File: config.mk
export PLATFORM = sky130hd
export DESIGN_NAME = vau_isqrt
export DESIGN_NICKNAME = d
export VERILOG_FILES = /design/src/rtl/vau_pkg.sv /design/src/rtl/vau_isqrt.sv
export SDC_FILE = /design/constraint.sdc
export NUM_CORES = 2
export LEC_CHECK = 0
export BUFFER_PORTS_ARGS = -buffer_cell sky130_fd_sc_hd__buf_2
export CAP_MARGIN = 15
export CORE_MARGIN = 2
export CORE_UTILIZATION = 35
export CTS_CLUSTER_DIAMETER = 100
export DETAILED_ROUTE_END_ITERATION = 16
export GPL_TIMING_DRIVEN = 0
export SYNTH_ARGS = -nofsm -noshare
export SYNTH_HDL_FRONTEND = slang
export SYNTH_MEMORY_MAX_BITS = 65536
export SYNTH_SLANG_ARGS = --single-unit
File: constraint.sdc
create_clock -name clk_i -period 12 [get_ports clk_i]
set_input_delay 2.4 -clock clk_i [delete_from_list [all_inputs] [get_ports clk_i]]
set_output_delay 2.4 -clock clk_i [all_outputs]
set_load 0.05 [all_outputs]
File: src/rtl/vau_pkg.sv
// Shared types and constants for the 3D vector arithmetic unit.
// Request and result payload structs, operation codes, saturation helper.
// No dependencies.
`default_nettype none

package vau_pkg;

  localparam int unsigned DATA_W      = 32;
  localparam int unsigned WIDE_W      = 66;
  localparam int unsigned SQRT_STAGES = 32;

  localparam logic signed [WIDE_W-1:0] WIDE_MAX = 66'sd2147483647;
  localparam logic signed [WIDE_W-1:0] WIDE_MIN = -66'sd2147483648;

  typedef enum logic [3:0] {
    MODE_NEG   = 4'd0,
    MODE_ADD_S = 4'd1,
    MODE_SUB_S = 4'd2,
    MODE_MUL_S = 4'd3,
    MODE_DIV_S = 4'd4,
    MODE_ADD_V = 4'd5,
    MODE_SUB_V = 4'd6,
    MODE_LEN   = 4'd7,
    MODE_NORM  = 4'd8,
    MODE_DOT   = 4'd9,
    MODE_CROSS = 4'd10
  } mode_e;

  typedef struct packed {
    logic [3:0]               mode;
    logic signed [DATA_W-1:0] ax;
    logic signed [DATA_W-1:0] ay;
    logic signed [DATA_W-1:0] az;
    logic signed [DATA_W-1:0] bx;
    logic signed [DATA_W-1:0] by;
    logic signed [DATA_W-1:0] bz;
    logic signed [DATA_W-1:0] scalar_in;
  } in_t;

  typedef struct packed {
    logic signed [DATA_W-1:0] rx;
    logic signed [DATA_W-1:0] ry;
    logic signed [DATA_W-1:0] rz;
    logic signed [DATA_W-1:0] scalar_out;
    logic                     error;
    logic                     saturated;
  } out_t;

  // Clamped 32-bit value plus a flag that says whether clamping happened
  typedef struct packed {
    logic              sat;
    logic [DATA_W-1:0] val;
  } sat_t;

  function automatic sat_t sat32(logic signed [WIDE_W-1:0] v);
    sat_t r;
    r.sat = 1'b0;
    r.val = v[DATA_W-1:0];
    if (v > WIDE_MAX) begin
      r.sat = 1'b1;
      r.val = WIDE_MAX[DATA_W-1:0];
    end else if (v < WIDE_MIN) begin
      r.sat = 1'b1;
      r.val = WIDE_MIN[DATA_W-1:0];
    end
    return r;
  endfunction

endpackage

`default_nettype wire

File: src/rtl/vau_isqrt.sv
// Pipelined integer square root, one result bit per stage.
// floor(sqrt) of a 64-bit radicand. Uses vau_pkg.
`default_nettype none

module vau_isqrt (
  input  logic                                clk_i,
  input  logic                                en_i,
  input  logic [2*vau_pkg::SQRT_STAGES-1:0]   rad_i,
  output logic [vau_pkg::SQRT_STAGES-1:0]     root_o
);

  localparam int unsigned N    = vau_pkg::SQRT_STAGES;
  localparam int unsigned RADW = 2 * N;
  localparam int unsigned REMW = N + 2;

  logic [RADW-1:0] rad_q  [N];
  logic [REMW-1:0] rem_q  [N];
  logic [N-1:0]    root_q [N];

  for (genvar k = 0; k < N; k++) begin : g_stage
    logic [RADW-1:0] rad_in;
    logic [REMW-1:0] rem_in;
    logic [N-1:0]    root_in;
    logic [REMW+1:0] cur;
    logic [REMW+1:0] trial;

    if (k == 0) begin : g_first
      assign rad_in  = rad_i;
      assign rem_in  = '0;
      assign root_in = '0;
    end else begin : g_next
      assign rad_in  = rad_q[k-1];
      assign rem_in  = rem_q[k-1];
      assign root_in = root_q[k-1];
    end

    assign cur   = {rem_in, rad_in[RADW-1 -: 2]};
    assign trial = {2'b00, root_in, 2'b01};

    always_ff @(posedge clk_i) begin
      if (en_i) begin
        rad_q[k] <= {rad_in[RADW-3:0], 2'b00};
        if (cur >= trial) begin
          rem_q[k]  <= REMW'(cur - trial);
          root_q[k] <= {root_in[N-2:0], 1'b1};
        end else begin
          rem_q[k]  <= cur[REMW-1:0];
          root_q[k] <= {root_in[N-2:0], 1'b0};
        end
      end
    end
  end

  assign root_o = root_q[N-1];

endmodule

`default_nettype wire

==> impl_metrics.toml <==
[outcome]
status = "complete, no violations"

[synthesis]
synthXorXnorAreaFrac = 0.06286
synth_mux_area_frac = 0.006471
yosysUniqueCellTypes = 90
yosysWarnings = 0
syn_avg_cell_area_um2 = 12.94
yosysMostFrequentCell = "edfxtp_1"
synthFlopType = "edfxtp_1"
yosys.area_share.simple = 0.1038
synth.top_cell.area_share = 0.6463
synth-compound-area-share = 0.09199
synth_edf_count = 2522
synth-seq-cells = 2523
synth_fa_ha_area_frac = 0.06012
synthArstFlopShare = 0
ys_seq_area_frac = 0.6465
synthTopCellsByArea = "edfxtp_1 65%, ha_1 6.0%, xor2_1 3.3%"
synth_largest_area_cell = "edfxtp_1"
syn_area_mm2 = 0.1172
synth_fp_nets = 9683
synth_top_cells_by_count = "2,522 x edfxtp_1, 710 x nand2_1, 701 x inv_1"
synth_top_family_by_area = "simple AND/OR/NAND/NOR gates"
syn_inst = 9054

[clocking]
cts_resized = 0
cts_made_buffers = 289
clk_pin_slew_ns = 0.06
cts_hold_buf = 0
clk_latency_ns = 0.93
cts.sinks = 2523
cts_tree = "built"
cts_buffer_depth = 4
postCtsSetupRepairBufs = 0
ctsHtreeMaxLevel = 5
root_buffer = "clkbuf_16"

[floorplan]
initial_core_util = 0.3514
ios = 98
dieArea_mm2 = 0.3394
core-area_mm2 = 0.3334
fp.dieW_um = 582.6
core.rowCount = 212
die_y_um = 582.6

[power]
leakage_uw = 0.05008
power.switching_uw = 7440
comb_power_share = 0.202
switching_share = 0.2848
p_total_uw = 26120
ir_worst_vdd_uv = 122.1
internal-power_uw = 18680
power.density_mw_per_mm2 = 195.6
pwr-share-clk = 0.339
p_seq_frac = 0.459

[final_layout]
nFillCells = 30838
seqCellArea_mm2 = 0.07575
fin_nets = 10110
area_growth_pct = 13.96
layout-drive-gt1-share = 0.07658
multi_input_area_mm2 = 0.03812

[drt]
firstDrtPassIters = 6
drt-total-wl_mm = 258.0
viasPerCell = 5.006
drc_errors = 0
drt_iter0_drc = 5729
ant_nets = 0
wire_per_inst_um = 18.31
vias = 70548

[grt]
antenna_found_initial = 4
grt_pass1_vias = 70590
grt_pass1_wl_mm = 402.7
overflow = 0
grt_max_degree = 130
grt.total_usage = 0.1490

[critical_path]
path_class = "in -> reg"
cp-end-kind = "flop"
start_kind = "primary input"
crit_required_ns = 12.66
r2r-start = "rem_q[1][447]"
critPathMaxFanout = 129
worstPathArrival_ns = 9.37
crit_path_start = "en_i"

[place]
portBuffers = 97
gp_congestion = 0.9113
detailed_place_hpwl_mm = 192.3

[sta]
period_share = 0.7262
rsz0062_at_grt = "no"
fin_crit_ns = 8.714
fin_skew_ns = 0.08347
fmax_mhz = 114.8
maxSlewViolCount = 0
worst_slew_pin_slew_ns = 1.176
setup_viol = 0
relSlewSlack = 0.2108
timing.setup.tns_ns = 0
hold_violations = 0

[hold_path]
min_from = "rad_q[0][171]"
hold_path_class = "reg -> reg"

[flow_run]
maxCapViolCount = 0
stage by stage:
step | hold WS (ns) | worst slack (ns) | util | instances | cell area, um^2
finish | 0.3682 | 3.286 | 0.4005 | 14092 | 133500
global route | 0.3830 | 2.797 | 0.4005 | 14091 | 133500
CTS | 0.3639 | 3.120 | 0.4004 | 14087 | 133500
detailed placement | 0.4045 | 2.205 | 0.3718 | 13575 | 124000
global placement | 0.4002 | -15.59 | 0.3694 | 13538 | 123200
floorplan | 0.4003 | 6.230 | - | 9054 | 117200
flip-flops by register name, indices dropped and copies added (netlist names):
name	cells
root_q	528
rem_q	1003
rad_q	992
cell type report:
type	instances	area share
diodes	3	0.00005622
repair buffers	136	0.009538
clock buffers	351	0.05693
flip-flops and latches	2523	0.5673
inverters	702	0.01973
well taps	4387	0.04110
clock inverters	161	0.01453
multi-input cells	5653	0.2854
plain buffers	176	0.005397
worst paths after layout:
path	end	slack [ns]	depth (start not counted)
setup / recovery	rem_q[1][184]	3.29	15
hold / removal	rad_q[0][235]	0.37	0
setup reg to reg	rem_q[1][492]	7.18	12
hold reg to reg	rad_q[0][235]	0.37	0
cells by family (layout without fill, tap and decap cells):
logic type	count (synthesis)	count (layout)
AOI/OAI and AO/OA	1753	1753
DFF	2523	2523
other	0	3
buffers and inverters	878	1526
adders and majority gates	563	563
muxes	69	69
xor gates and xnor gates	841	841
and+or+nand+nor	2427	2427
cells in the final DEF, fill, tap and decap left out, types with 86 or more instances in the layout:
cell	n
clkbuf_16	295
nor4_1	125
a21o_1	237
xor2_1	445
o21ai_0	570
ha_1	563
nand4_1	86
or3_1	93
clkbuf_1	181
nor2_1	485
buf_2	105
nand2_1	710
edfxtp_1	2522
xnor2_1	396
nand3_1	137
nand2b_1	133
a21oi_1	460
o21a_1	88
nor3_1	234
inv_1	701
metal layers:
layer	global-route usage	share of wire	vias up
met5	0	0	-
met4	0.05050	0.035	0
met3	0.02327	0.042	479
met2	0.2558	0.49	1528
met1	0.1911	0.44	34226
li1	-	-	34315
power groups by stage:
stage / Clock, uW / Sequential (uW) / Combinational, uW
2_1_floorplan: 0 / 11800 / 3910
3_3_place_gp: 0 / 12300 / 5160
3_5_place_dp: 0 / 12200 / 5250
4_1_cts: 9170 / 12000 / 5280
5_1_grt: 9500 / 12100 / 5920
6_report: 8850 / 12000 / 5270
worst max-delay path, cell delays in order:
cell and delay, ns:
buf_8 0.34, buf_16 0.46, buf_16 0.41, buf_16 0.43
clkbuf_2 0.64, clkbuf_2 0.70, clkbuf_2 0.72, nand3_1 0.38
or3_1 0.47, a31oi_1 0.34, o211a_1 0.32, clkbuf_1 0.44
buf_1 0.46, nand2_1 0.09, o21ai_0 0.16
Power figures use the tool's default switching activity.
